File: src/design/ilba_pkg.sv
// shared types and constants of the interrupt line allocator
package ilba_pkg;

	localparam int LINE_W   = 10;
	localparam int BASE_W   = 10;
	localparam int INPUTS_W = 7;
	localparam int WORD_W   = 32;
	localparam int BIT_W    = 5;
	localparam int SUM_W    = 11;
	localparam int CNT_W    = 9;
	localparam int CFG_CHIPS = 4;
	localparam int LINE_SPAN = 1024;
	localparam int TDATA_W  = 16;
	localparam int APB_AW   = 5;
	localparam int APB_DW   = 32;

	// low bit of a register index selects base or input count
	localparam logic REG_KIND_BASE   = 1'b0;
	localparam logic REG_KIND_INPUTS = 1'b1;

	localparam logic FUNC_RESERVE = 1'b0;
	localparam logic FUNC_FREE    = 1'b1;

	typedef enum logic [1:0] {
		ST_GRANTED = 2'd0,
		ST_REFUSED = 2'd1,
		ST_FREED   = 2'd2,
		ST_OUTSIDE = 2'd3
	} status_t;

	typedef struct packed {
		logic [BASE_W-1:0]   base;
		logic [INPUTS_W-1:0] inputs;
	} chip_cfg_t;

	typedef chip_cfg_t [CFG_CHIPS-1:0] chip_cfg_arr_t;

endpackage

File: src/design/ilba_cfg_regs.sv
// apb register file holding base and input count of each controller
module ilba_cfg_regs
	import ilba_pkg::*;
(
	input  logic              clk,
	input  logic              arst_n,
	input  logic              psel,
	input  logic              penable,
	input  logic              pwrite,
	input  logic [APB_AW-1:0] paddr,
	input  logic [APB_DW-1:0] pwdata,
	output logic [APB_DW-1:0] prdata,
	output logic              pready,
	output chip_cfg_arr_t     cfg
);

	chip_cfg_arr_t cfg_q;
	logic          wr_en;
	logic [1:0]    chip_sel;
	logic          kind_sel;

	assign pready   = 1'b1;
	assign wr_en    = psel & penable & pwrite;
	assign chip_sel = paddr[4:3];
	assign kind_sel = paddr[2];
	assign cfg      = cfg_q;

	always_ff @(posedge clk or negedge arst_n) begin
		if (!arst_n) begin
			cfg_q <= '0;
		end else if (wr_en) begin
			case (kind_sel)
				REG_KIND_BASE:   cfg_q[chip_sel].base   <= pwdata[BASE_W-1:0];
				REG_KIND_INPUTS: cfg_q[chip_sel].inputs <= pwdata[INPUTS_W-1:0];
				default:         cfg_q[chip_sel].base   <= cfg_q[chip_sel].base;
			endcase
		end
	end

	always_comb begin
		case (kind_sel)
			REG_KIND_BASE:   prdata = APB_DW'(cfg_q[chip_sel].base);
			REG_KIND_INPUTS: prdata = APB_DW'(cfg_q[chip_sel].inputs);
			default:         prdata = '0;
		endcase
	end

endmodule

File: src/design/ilba_usage_mem.sv
// usage bitmap memory, one word per read, with per-word valid bits for reset
module ilba_usage_mem
	import ilba_pkg::*;
#(
	parameter int DEPTH = 16,
	parameter int AW    = 4
) (
	input  logic              clk,
	input  logic              arst_n,
	input  logic              rd_en,
	input  logic              wr_en,
	input  logic [AW-1:0]     addr,
	input  logic [WORD_W-1:0] wdata,
	output logic [WORD_W-1:0] rdata
);

	logic [WORD_W-1:0] mem [DEPTH];
	logic [DEPTH-1:0]  valid_q;
	logic [WORD_W-1:0] rdata_q;
	logic              rvalid_q;

	always_ff @(posedge clk) begin
		if (wr_en) begin
			mem[addr] <= wdata;
		end
		if (rd_en) begin
			rdata_q <= mem[addr];
		end
	end

	always_ff @(posedge clk or negedge arst_n) begin
		if (!arst_n) begin
			valid_q  <= '0;
			rvalid_q <= 1'b0;
		end else begin
			if (wr_en) begin
				valid_q[addr] <= 1'b1;
			end
			if (rd_en) begin
				rvalid_q <= valid_q[addr];
			end
		end
	end

	// a word never written reads as all free
	assign rdata = rvalid_q ? rdata_q : '0;

endmodule

File: src/design/interrupt_line_bitmap_allocator_unit.sv
// top level of the interrupt line allocator: request sequencer and result register
//
// channel   dir  handshake          payload
// s_*       in   s_tvalid/s_tready  tdata: line; tuser: func, any_line
// m_*       out  m_tvalid/m_tready  tdata: granted_line; tuser: status
// apb       in   psel/penable       controller base and input count registers
//
// free or specific reserve: accept, look up the controllers in order,
// then read and check the bitmap word when a controller holds the line, then finish.
// reserve any: accept, then for each scanned controller a lookup and a read and
// check per bitmap word, then finish; read and check share the single memory port.
// reset clears the valid bit of every bitmap word at once, no clearing pass.
// a waiting result does not block the next request; only finishing waits for m_tready.
module interrupt_line_bitmap_allocator_unit
	import ilba_pkg::*;
#(
	parameter int MAX_INPUTS = 128,
	parameter int CHIPS      = 4
) (
	input  logic               clk,
	input  logic               arst_n,
	input  logic               s_tvalid,
	output logic               s_tready,
	input  logic [TDATA_W-1:0] s_tdata,   // [9:0] line
	input  logic [1:0]         s_tuser,   // [0] func, [1] any_line
	output logic               m_tvalid,
	input  logic               m_tready,
	output logic [TDATA_W-1:0] m_tdata,   // [9:0] granted_line
	output logic [1:0]         m_tuser,   // [1:0] status
	input  logic               psel,
	input  logic               penable,
	input  logic               pwrite,
	input  logic [APB_AW-1:0]  paddr,
	input  logic [APB_DW-1:0]  pwdata,
	output logic [APB_DW-1:0]  prdata,
	output logic               pready
);

	localparam int WPC   = (MAX_INPUTS + WORD_W - 1) / WORD_W;
	localparam int DEPTH = CHIPS * WPC;
	localparam int AW    = (DEPTH > 1) ? $clog2(DEPTH) : 1;
	localparam int WW    = (WPC > 1) ? $clog2(WPC) : 1;
	localparam int CW    = (CHIPS > 1) ? $clog2(CHIPS) : 1;

	typedef enum logic [4:0] {
		S_IDLE  = 5'b00001,
		S_FIND  = 5'b00010,
		S_READ  = 5'b00100,
		S_CHECK = 5'b01000,
		S_DONE  = 5'b10000
	} state_t;

	state_t state_q, state_d;

	chip_cfg_arr_t cfg;

	logic              func_q;
	logic              any_q;
	logic [LINE_W-1:0] line_q;
	logic [CW-1:0]     chip_q;
	logic [WW-1:0]     w_q;
	logic [BIT_W-1:0]  bit_q;
	logic [LINE_W-1:0] res_line_q;
	status_t           res_status_q;

	logic               m_tvalid_q;
	logic [LINE_W-1:0]  m_line_q;
	status_t            m_status_q;

	// per-controller range of the controller under test
	chip_cfg_t         cur_cfg;
	logic [CNT_W-1:0]  n_c;
	logic [SUM_W-1:0]  sum_c;
	logic [SUM_W-1:0]  eff_c;
	logic              in_range;
	logic [LINE_W-1:0] k_c;
	logic              last_chip;

	// memory port
	logic              mem_rd;
	logic              mem_wr;
	logic [AW-1:0]     mem_addr;
	logic [WORD_W-1:0] mem_wdata;
	logic [WORD_W-1:0] mem_rdata;

	// first free bit search on the fetched word
	logic [SUM_W-1:0]  kbase;
	logic [WORD_W-1:0] avail;
	logic              found;
	logic [BIT_W-1:0]  first_b;
	logic              more_words;

	logic              accept;
	logic              out_free;

	ilba_cfg_regs u_cfg (
		.clk     (clk),
		.arst_n  (arst_n),
		.psel    (psel),
		.penable (penable),
		.pwrite  (pwrite),
		.paddr   (paddr),
		.pwdata  (pwdata),
		.prdata  (prdata),
		.pready  (pready),
		.cfg     (cfg)
	);

	ilba_usage_mem #(
		.DEPTH (DEPTH),
		.AW    (AW)
	) u_mem (
		.clk    (clk),
		.arst_n (arst_n),
		.rd_en  (mem_rd),
		.wr_en  (mem_wr),
		.addr   (mem_addr),
		.wdata  (mem_wdata),
		.rdata  (mem_rdata)
	);

	assign accept   = s_tvalid & s_tready;
	assign s_tready = (state_q == S_IDLE);
	assign out_free = !m_tvalid_q || m_tready;

	always_comb begin
		cur_cfg   = cfg[2'(chip_q)];
		n_c       = (CNT_W'(cur_cfg.inputs) > CNT_W'(MAX_INPUTS)) ?
			CNT_W'(MAX_INPUTS) : CNT_W'(cur_cfg.inputs);
		sum_c     = SUM_W'(cur_cfg.base) + SUM_W'(n_c);
		// clip a range that runs past the last line
		eff_c     = (sum_c > SUM_W'(LINE_SPAN)) ?
			SUM_W'(LINE_SPAN) - SUM_W'(cur_cfg.base) : SUM_W'(n_c);
		in_range  = (line_q >= cur_cfg.base) && (SUM_W'(line_q) < sum_c);
		k_c       = line_q - cur_cfg.base;
		last_chip = (chip_q == CW'(CHIPS - 1));
	end

	assign mem_addr = AW'(chip_q * WPC) + AW'(w_q);

	always_comb begin
		kbase = SUM_W'({w_q, {BIT_W{1'b0}}});
		for (int b = 0; b < WORD_W; b++) begin
			avail[b] = !mem_rdata[b] && ((kbase + SUM_W'(b)) < eff_c);
		end
		found   = |avail;
		first_b = '0;
		for (int b = WORD_W - 1; b >= 0; b--) begin
			if (avail[b]) begin
				first_b = BIT_W'(b);
			end
		end
		more_words = (w_q != WW'(WPC - 1)) && ((kbase + SUM_W'(WORD_W)) < eff_c);
	end

	always_comb begin
		mem_rd    = (state_q == S_READ);
		mem_wr    = 1'b0;
		mem_wdata = mem_rdata;
		if (state_q == S_CHECK) begin
			if (func_q == FUNC_FREE) begin
				mem_wr    = 1'b1;
				mem_wdata = mem_rdata & ~(WORD_W'(1) << bit_q);
			end else if (any_q) begin
				mem_wr    = found;
				mem_wdata = mem_rdata | (WORD_W'(1) << first_b);
			end else begin
				mem_wr    = !mem_rdata[bit_q];
				mem_wdata = mem_rdata | (WORD_W'(1) << bit_q);
			end
		end
	end

	always_comb begin
		state_d = state_q;
		case (state_q)
			S_IDLE:  if (accept) state_d = S_FIND;
			S_FIND: begin
				if (any_q && func_q == FUNC_RESERVE) begin
					if (eff_c != '0)    state_d = S_READ;
					else if (last_chip) state_d = S_DONE;
				end else begin
					if (in_range)       state_d = S_READ;
					else if (last_chip) state_d = S_DONE;
				end
			end
			S_READ:  state_d = S_CHECK;
			S_CHECK: begin
				if (func_q == FUNC_FREE || !any_q || found) state_d = S_DONE;
				else if (more_words)                       state_d = S_READ;
				else if (last_chip)                        state_d = S_DONE;
				else                                       state_d = S_FIND;
			end
			S_DONE:  if (out_free) state_d = S_IDLE;
			default: state_d = S_IDLE;
		endcase
	end

	always_ff @(posedge clk or negedge arst_n) begin
		if (!arst_n) begin
			state_q    <= S_IDLE;
			m_tvalid_q <= 1'b0;
		end else begin
			state_q <= state_d;
			if (state_q == S_DONE && out_free) begin
				m_tvalid_q <= 1'b1;
			end else if (m_tready) begin
				m_tvalid_q <= 1'b0;
			end
		end
	end

	always_ff @(posedge clk) begin
		case (state_q)
			S_IDLE: begin
				if (accept) begin
					func_q       <= s_tuser[0];
					any_q        <= s_tuser[1];
					line_q       <= s_tdata[LINE_W-1:0];
					chip_q       <= '0;
					w_q          <= '0;
					bit_q        <= '0;
					res_line_q   <= '0;
					res_status_q <= (s_tuser[0] == FUNC_FREE) ? ST_OUTSIDE : ST_REFUSED;
				end
			end
			S_FIND: begin
				if (any_q && func_q == FUNC_RESERVE) begin
					w_q <= '0;
					if (eff_c == '0 && !last_chip) chip_q <= chip_q + CW'(1);
				end else if (in_range) begin
					w_q   <= k_c[BIT_W +: WW];
					bit_q <= k_c[BIT_W-1:0];
				end else if (!last_chip) begin
					chip_q <= chip_q + CW'(1);
				end
			end
			S_CHECK: begin
				if (func_q == FUNC_FREE) begin
					res_status_q <= ST_FREED;
				end else if (!any_q) begin
					if (!mem_rdata[bit_q]) begin
						res_status_q <= ST_GRANTED;
						res_line_q   <= line_q;
					end
				end else if (found) begin
					res_status_q <= ST_GRANTED;
					res_line_q   <= cur_cfg.base + LINE_W'(kbase) + LINE_W'(first_b);
				end else if (more_words) begin
					w_q <= w_q + WW'(1);
				end else if (!last_chip) begin
					chip_q <= chip_q + CW'(1);
				end
			end
			S_DONE: begin
				if (out_free) begin
					m_line_q   <= res_line_q;
					m_status_q <= res_status_q;
				end
			end
			default: begin
			end
		endcase
	end

	assign m_tvalid = m_tvalid_q;
	assign m_tdata  = TDATA_W'(m_line_q);
	assign m_tuser  = m_status_q;

endmodule

File: config.mk
export PLATFORM = sky130hd
export DESIGN_NAME = interrupt_line_bitmap_allocator_unit
export DESIGN_NICKNAME = d
export VERILOG_FILES = /design/src/design/ilba_pkg.sv /design/src/design/ilba_cfg_regs.sv /design/src/design/ilba_usage_mem.sv /design/src/design/interrupt_line_bitmap_allocator_unit.sv
export SDC_FILE = /design/constraint.sdc
export NUM_CORES = 1
export LEC_CHECK = 0
export BUFFER_PORTS_ARGS = -buffer_cell sky130_fd_sc_hd__buf_2
export CAP_MARGIN = 20
export CORE_UTILIZATION = 30
export CTS_BUF_LIST = sky130_fd_sc_hd__clkbuf_4 sky130_fd_sc_hd__clkbuf_8 sky130_fd_sc_hd__clkbuf_16
export CTS_CLUSTER_SIZE = 10
export DETAILED_ROUTE_END_ITERATION = 10
export PLACE_DENSITY = 0.42
export SLEW_MARGIN = 15
export SYNTH_ARGS = -nofsm -noshare
export SYNTH_HDL_FRONTEND = slang
export SYNTH_SLANG_ARGS = --single-unit
File: constraint.sdc
create_clock -name clk -period 18.75 [get_ports clk]
set_input_delay 0.9375 -clock clk [delete_from_list [all_inputs] [get_ports clk]]
set_output_delay 0.9375 -clock clk [all_outputs]
set_load 0.02 [all_outputs]
---- After elaboration in Yosys (flattened, before gate mapping) ----
Memories as Yosys holds them, arrays and structs flattened. A register that Yosys moved wholly into a read port is not among the register bits.
Cells that the tools add are included.
Widths: inputs -> output; s select.
cells by class
  add/subtract/negate cells ............... 40
  order comparisons ....................... 42
  eq/ne operators ......................... 23
  shift operators ......................... 2
  mux-type cells .......................... 106
  bitwise logic cells ..................... 10
  reductions and logical operators ........ 93
operators with widths
  kind                  count
  $lt 8x11->1           32
  $mux 5                44
  $bwmux 68             2
  $pmux 68 s2           1
  $add 7x5->8 const B   16
  $mux 32               4
  $bmux 17 s2           2
  $demux 17 s2          2
  $add 7x4->8 const B   8
  $or 32x32->32         2
  $pmux 32 s2           1
  $shl 1x5->32 const A  2
  $mux 17               3
  $mux 10               5
  $mux 2                21
  $logic_and 1x1->1     39
  $logic_not 1->1       36
  $add 7x3->8 const B   4
  $and 32x32->32        1
  $not 32->32           1
  $reduce_or 32->1      1
  $pmux 5 s5            1
  $pmux 10 s2           1
  $ne 2x2->1 const B    9
  50 further kinds      78
storage, ports and cells
  flip-flop bits (word level) ............. 136
  memory bits (writable) .................. 512
  input bits .............................. 62
  output and inout port bits .............. 53
  word-level logic and storage cells ...... 339
  memories ................................ 1
memory list
  memory     words  width  rd ports  clocked after Yosys merged registers in  wr ports  RTL line              text
  u_mem.mem  16     32     1         1                                        1         ilba_usage_mem.sv:17  logic [WORD_W-1:0] mem [DEPTH];

---- Longest topological paths before layout ----
  depth after elaboration ................. 44
  depth in mapped cells ................... 38

---- By module ----
A second synthesis with hierarchy kept.
second synthesis, totals
  cell total of the unflattened synthesis .. 1988
  area total of the unflattened synthesis .. 32113.3 um2
by module, submodules not included
  module                                instances  cells an instance  area an instance (um2)
  ilba_usage_mem                        1          850                21169.1
  interrupt_line_bitmap_allocator_unit  1          892                7553.5
  ilba_cfg_regs                         1          246                3390.8

---- Worst setup path after synthesis ----
Ideal clock, no wire load.
  kind .................................... reg2reg
  from .................................... register chip_q[0]
  to ...................................... register res_line_q[7], data pin
  setup time .............................. 0.266 ns
  arrival time ............................ 7.833 ns
  data required time ...................... 18.484 ns
  setup slack ............................. 10.651 ns
  cell stages (with the launch flop) ...... 34
  buffers on the path ..................... 5
  cell sequence ........................... edfxtp_1 -> buf_6 -> buf_6 -> buf_1 -> mux4_2 -> ha_1 -> fa_1 -> nand3_1 -> nand3b_1 -> a221oi_1 -> o2111ai_2 -> nand2_1 -> buf_2 -> o21ai_0 -> ha_1 -> nand2b_1 -> mux2_2 -> a2111oi_4 -> a221o_1 -> o311a_1 -> a21oi_1 -> o31a_2 -> nor3_2 -> buf_2 -> ha_1 -> a21o_1 -> a21o_1 -> a21o_1 -> a21oi_1 -> o21bai_1 -> a21oi_1 -> xnor2_1 -> mux2i_1 -> nor2_1
on the way
  longest elaborated chain between the ends .. 44
  elaborated cells between the ends (all ways) .. 108
ends and longest elaborated chain
  item                               RTL line                                     text
  start, declared                    interrupt_line_bitmap_allocator_unit.sv:60   logic [CW-1:0] chip_q;
  start signal, assigned             interrupt_line_bitmap_allocator_unit.sv:230  if (eff_c == '0 && !last_chip) chip_q <= chip_q + CW'(1);
  start signal, assigned             interrupt_line_bitmap_allocator_unit.sv:235  chip_q <= chip_q + CW'(1);
  start signal, assigned             interrupt_line_bitmap_allocator_unit.sv:252  chip_q <= chip_q + CW'(1);
  $bmux 17 s2 (*)                    interrupt_line_bitmap_allocator_unit.sv:127  cur_cfg = cfg[2'(chip_q)];
  $mux 17 (not written as such) (*)  interrupt_line_bitmap_allocator_unit.sv:127
  $add 10x7->11                      interrupt_line_bitmap_allocator_unit.sv:130  sum_c = SUM_W'(cur_cfg.base) + SUM_W'(n_c);
  $gt 11x11->1                       interrupt_line_bitmap_allocator_unit.sv:132  eff_c = (sum_c > SUM_W'(LINE_SPAN)) ?
  $mux 11                            interrupt_line_bitmap_allocator_unit.sv:132
  $lt 8x11->1                        interrupt_line_bitmap_allocator_unit.sv:144  avail[b] = !mem_rdata[b] && ((kbase + SUM_W'(b)) < eff_c);
  $logic_and 1x1->1                  interrupt_line_bitmap_allocator_unit.sv:144
  $mux 5 (32 in series)              interrupt_line_bitmap_allocator_unit.sv:149  if (avail[b]) begin
  $add 10x5->10 (*)                  interrupt_line_bitmap_allocator_unit.sv:248  res_line_q <= cur_cfg.base + LINE_W'(kbase) + LINE_W'(first_b);
  $mux 10 (*)                        interrupt_line_bitmap_allocator_unit.sv:246  end else if (found) begin
  $mux 10 (*)                        interrupt_line_bitmap_allocator_unit.sv:241  end else if (!any_q) begin
  $mux 10 (*)                        interrupt_line_bitmap_allocator_unit.sv:239  if (func_q == FUNC_FREE) begin
  $pmux 10 s2 (*)                    interrupt_line_bitmap_allocator_unit.sv:214  case (state_q)
  end signal, assigned               interrupt_line_bitmap_allocator_unit.sv:244  res_line_q <= line_q;
  end signal, assigned               interrupt_line_bitmap_allocator_unit.sv:248
  end, declared                      interrupt_line_bitmap_allocator_unit.sv:63   logic [LINE_W-1:0] res_line_q;
Mark *: on every way between the ends. The rest lies on a longest branch, timed or not. The select of a mux whose other input is x is not followed.
A chain may end at the register's enable or synchronous reset.

---- Worst setup path in the final report ----
  from .................................... register chip_q[0]
  to ...................................... register res_line_q[8], data pin
Same word-level chain as after synthesis.

==> results.rst <==
.. list-table::
   :header-rows: 1

   * - Metric
     - Value
   * - Run status
     - completed
   * - Synth Instances
     - 1948
   * - Max-slew violation count
     - 0
   * - Overall via count from detail_route
     - 18500
   * - Maximum clock path buffer count
     - 3
   * - Instance area at placement
     - 33700 µm²
   * - Clock tree skew after final layout
     - 33.5 ps
   * - Largest fanout on the critical path
     - 18
   * - Sequential area share after synthesis
     - 0.630
   * - Post-route ant nets
     - 0
   * - Final GP Congestion
     - 0.895
   * - Gate power share
     - 0.370
   * - Post-route DRC
     - 0
   * - Clk pwr share
     - 0.287
   * - Total clock buffers created by CTS
     - 82
   * - Final min period
     - 10350 ps
   * - Grt ovf
     - 0
   * - Count of input and output buffers
     - 55
   * - Setup repair bufs after CTS
     - 0
   * - Cells resized by post-CTS repair
     - 0
   * - Slowest library cell on the worst path
     - mux4_2
   * - Number of hold buffers added after CTS
     - 0
   * - H-tree Lvls
     - 3
   * - Synth Area per Inst
     - 16.3 µm²
   * - Detailed-router iteration count before antenna repair
     - 5
   * - Final instance area
     - about 36000 µm²
   * - CTS Sinks
     - 680
   * - VDD IR-drop max
     - about 0.13 mV
   * - Register Area
     - 20000 µm²
   * - Commonest non-fill, non-tap cell in the layout
     - edfxtp_1
   * - Yosys warns
     - 0
   * - Number of top-level design ports
     - 115
   * - Final nets
     - about 2200
   * - Library cell appearing most often on the critical path
     - ha_1
   * - Dominant cell type by area after synthesis
     - edfxtp_1
   * - Achievable Freq
     - 96.6 MHz
   * - Number of cell instances on the worst register-to-register path
     - 33
   * - RSZ-0062 raised after global routing
     - false
   * - Worst setup slack for register-to-register paths
     - 8400 ps
   * - Worst EP required
     - 19210 ps
   * - Share of final-layout standard cells stronger than drive strength 1
     - 0.287
   * - Number of core rows
     - 118
   * - Area added between synthesis and finish
     - 14.3%
   * - Initial antenna violation count
     - 0
   * - Setup-violating endpoint count in the final report
     - 0
   * - Core utilization of the finished layout
     - 0.348
   * - Critical path class
     - reg -> reg
   * - RR Endpoint
     - res_line_q[8]
   * - Post-route fraction of the period consumed by the critical path
     - 0.552
   * - Kind of capture point of the worst setup path
     - flop
   * - Wire per inst
     - 27.4 µm
   * - Prevailing post-synth register cell
     - edfxtp_1
   * - Worst Max-Slew Pin Slew
     - 1080 ps
   * - Cell-internal power
     - 3.22 mW
   * - Yosys reg bits
     - 680
   * - Max-cap violation count
     - 0
   * - Fill cells
     - 9895
   * - Diodes inserted
     - 0
   * - Area of the multi-input gates
     - 11100 µm²
   * - Switching share of power
     - 0.368
   * - Area contributors post-synth
     - edfxtp_1 56%, mux4_2 15%, dfrtp_1 7.1%, mux2_2 2.8%, ha_1 1.8%
   * - Hold violation count in the final report
     - 0
   * - TritonCTS clock tree
     - done
   * - Floorplan die height
     - 327 µm
   * - Power density over the cells
     - 141 nW/µm²
   * - Cell area after synthesis
     - 31700 µm²
   * - Synth async-reset ratio
     - 0.134
   * - Worst EP arrival
     - 10810 ps
   * - Number of library cell types mapped by synthesis
     - 108
   * - Via density per instance
     - about 5.3
   * - Horiz. Die Dim
     - 327 µm
   * - Number of enable-type register cells in the synthesized netlist
     - 589
   * - Yosys top cell area share
     - 0.558
   * - Register clock-pin slew on the reported worst setup and hold paths
     - roughly 70 ps
   * - Max stage delay on crit path
     - just under 800 ps
   * - Leakage power of the design
     - 12.6 nW
   * - Path type of the worst min-delay path
     - in -> async
   * - Detailed placement HPWL
     - 57600 µm
   * - Share of total power in sequential cells
     - 0.343
   * - Clock root buffer
     - clkbuf_16
   * - Total Wirelength
     - 95000 µm
   * - Kind of start point of the critical path
     - flop
   * - First-pass GRT wire length
     - roughly 140000 µm
   * - Switching power
     - 1.87 mW
   * - Worst slew margin relative to its limit
     - 0.282
   * - Maximum number of pins on one net before global-route repair
     - 143
   * - Setup TNS
     - 0 ps
   * - Clk_lat worst skew
     - 660 ps
   * - Initial DRC count
     - 1573
   * - Area inside the core boundary
     - 104000 µm²
   * - Number of global-route vias before repair
     - between 15000 and 20000
   * - Commonest cells after routing, fill and taps aside
     - 589 x edfxtp_1, 208 x mux4_2, 114 x nand2_1
   * - Critical register-to-register path startpoint
     - chip_q[0]
   * - Gr usage total
     - 0.179
   * - Die area
     - 107000 µm²
   * - Initial Utilization
     - 0.304
## registers in the layout, indices dropped and copies added (netlist names), 2 cells and up
name	cells
u_mem.valid_q	16
chip_q	2
u_cfg.cfg	68
m_tuser	2
state_q	5
bit_q	5
m_line_q	10
u_mem.rdata_q	32
u_mem.mem	512
w_q	2
res_status_q	2
line_q	10
res_line_q	10
## through the flow
step	setup slack [ps]	hold WS (ps)	power (mW)	instances
2_1_floorplan	10650	400	3.09	1975
3_3_place_gp	8530	404	3.66	3344
3_5_place_dp	8570	406	3.66	3346
4_1_cts	8520	108	5.15	3466
5_1_grt	7750	135	5.37	3474
6_report	8400	143	5.10	3474
## synth_stat cells (6+ instances only)
| cell | count |
|---|---|
| and2_1 | 9 |
| buf_4 | 30 |
| and3_1 | 26 |
| buf_1 | 29 |
| nor2_1 | 100 |
| or3_1 | 9 |
| inv_1 | 41 |
| buf_2 | 14 |
| ha_1 | 46 |
| a21boi_0 | 6 |
| nand2_1 | 114 |
| nand3b_1 | 7 |
| o21a_1 | 13 |
| or2_2 | 9 |
| edfxtp_1 | 589 |
| o21ai_1 | 7 |
| a21o_1 | 15 |
| a21oi_1 | 49 |
| o31ai_1 | 14 |
| a31o_1 | 14 |
| o22ai_1 | 10 |
| nor3_1 | 21 |
| a211oi_1 | 8 |
| nor2b_1 | 16 |
| o21ai_0 | 81 |
| mux2_2 | 78 |
| a31oi_1 | 17 |
| o211ai_1 | 14 |
| clkbuf_1 | 43 |
| dfrtp_1 | 90 |
| nand2b_1 | 18 |
| mux4_2 | 208 |
| nand3_1 | 28 |
| nand4_1 | 9 |
| o21bai_1 | 7 |
| xnor2_1 | 14 |
| mux2i_1 | 10 |
| buf_6 | 6 |
## layout make-up
type	count	share of cell area
clock inverters	19	0.00612
multi-input cells	1130	0.308
clock buffers	101	0.0610
well taps	1380	0.0477
flip-flops and latches	680	0.551
repair buffers	121	0.0217
inverters	43	0.00453
## critical path, delay by kind of cell (launching register included)
family	cells	cell delay, ps
compound gates	13	3750
simple gates	10	2350
fa+ha+maj	5	2000
mux	2	1140
buf+inv	2	430
flops	1	360
xor+xnor	1	80
## power by group through the flow
stage                     Clock [mW]  Combinational, mW  Sequential [mW]
after detailed placement           0               1.88             1.78
final                           1.47               1.88             1.75
after floorplan                    0               1.33             1.76
after global routing            1.57               2.04             1.76
after CTS                       1.51               1.89             1.75
after global placement             0               1.89             1.77
## cell families after synthesis
family | count (synthesis) | synth area share
DFF | 680 | 0.630
muxes | 296 | 0.179
adders and majority gates | 50 | 0.0204
xor gates and xnor gates | 19 | 0.00549
AOI/OAI and AO/OA | 335 | 0.0762
buffers and inverters | 165 | 0.0252
other | 2 | 0.000237
and+or+nand+nor | 401 | 0.0636
## worst max path at each step
stage          startpoint       endpoint  slack, ps  cells after the start
2_1_floorplan   chip_q[0]  res_line_q[7]      10650                     33
3_3_place_gp    chip_q[0]  res_line_q[8]       8530                     33
3_5_place_dp    chip_q[0]  res_line_q[8]       8570                     33
4_1_cts         chip_q[0]  res_line_q[8]       8520                     33
5_1_grt         chip_q[0]  res_line_q[8]       7750                     34
6_report        chip_q[0]  res_line_q[8]       8400                     33
## layer usage
layer | global-route usage | vias up | wire (µm)
met5 | 0 | - | 0
met4 | 0.0593 | 0 | 2680
met3 | 0.0230 | 132 | 3670
met2 | 0.293 | 502 | 46200
met1 | 0.245 | 9849 | 42500
li1 | - | 8013 | -
Power figures use the tool's default switching activity.
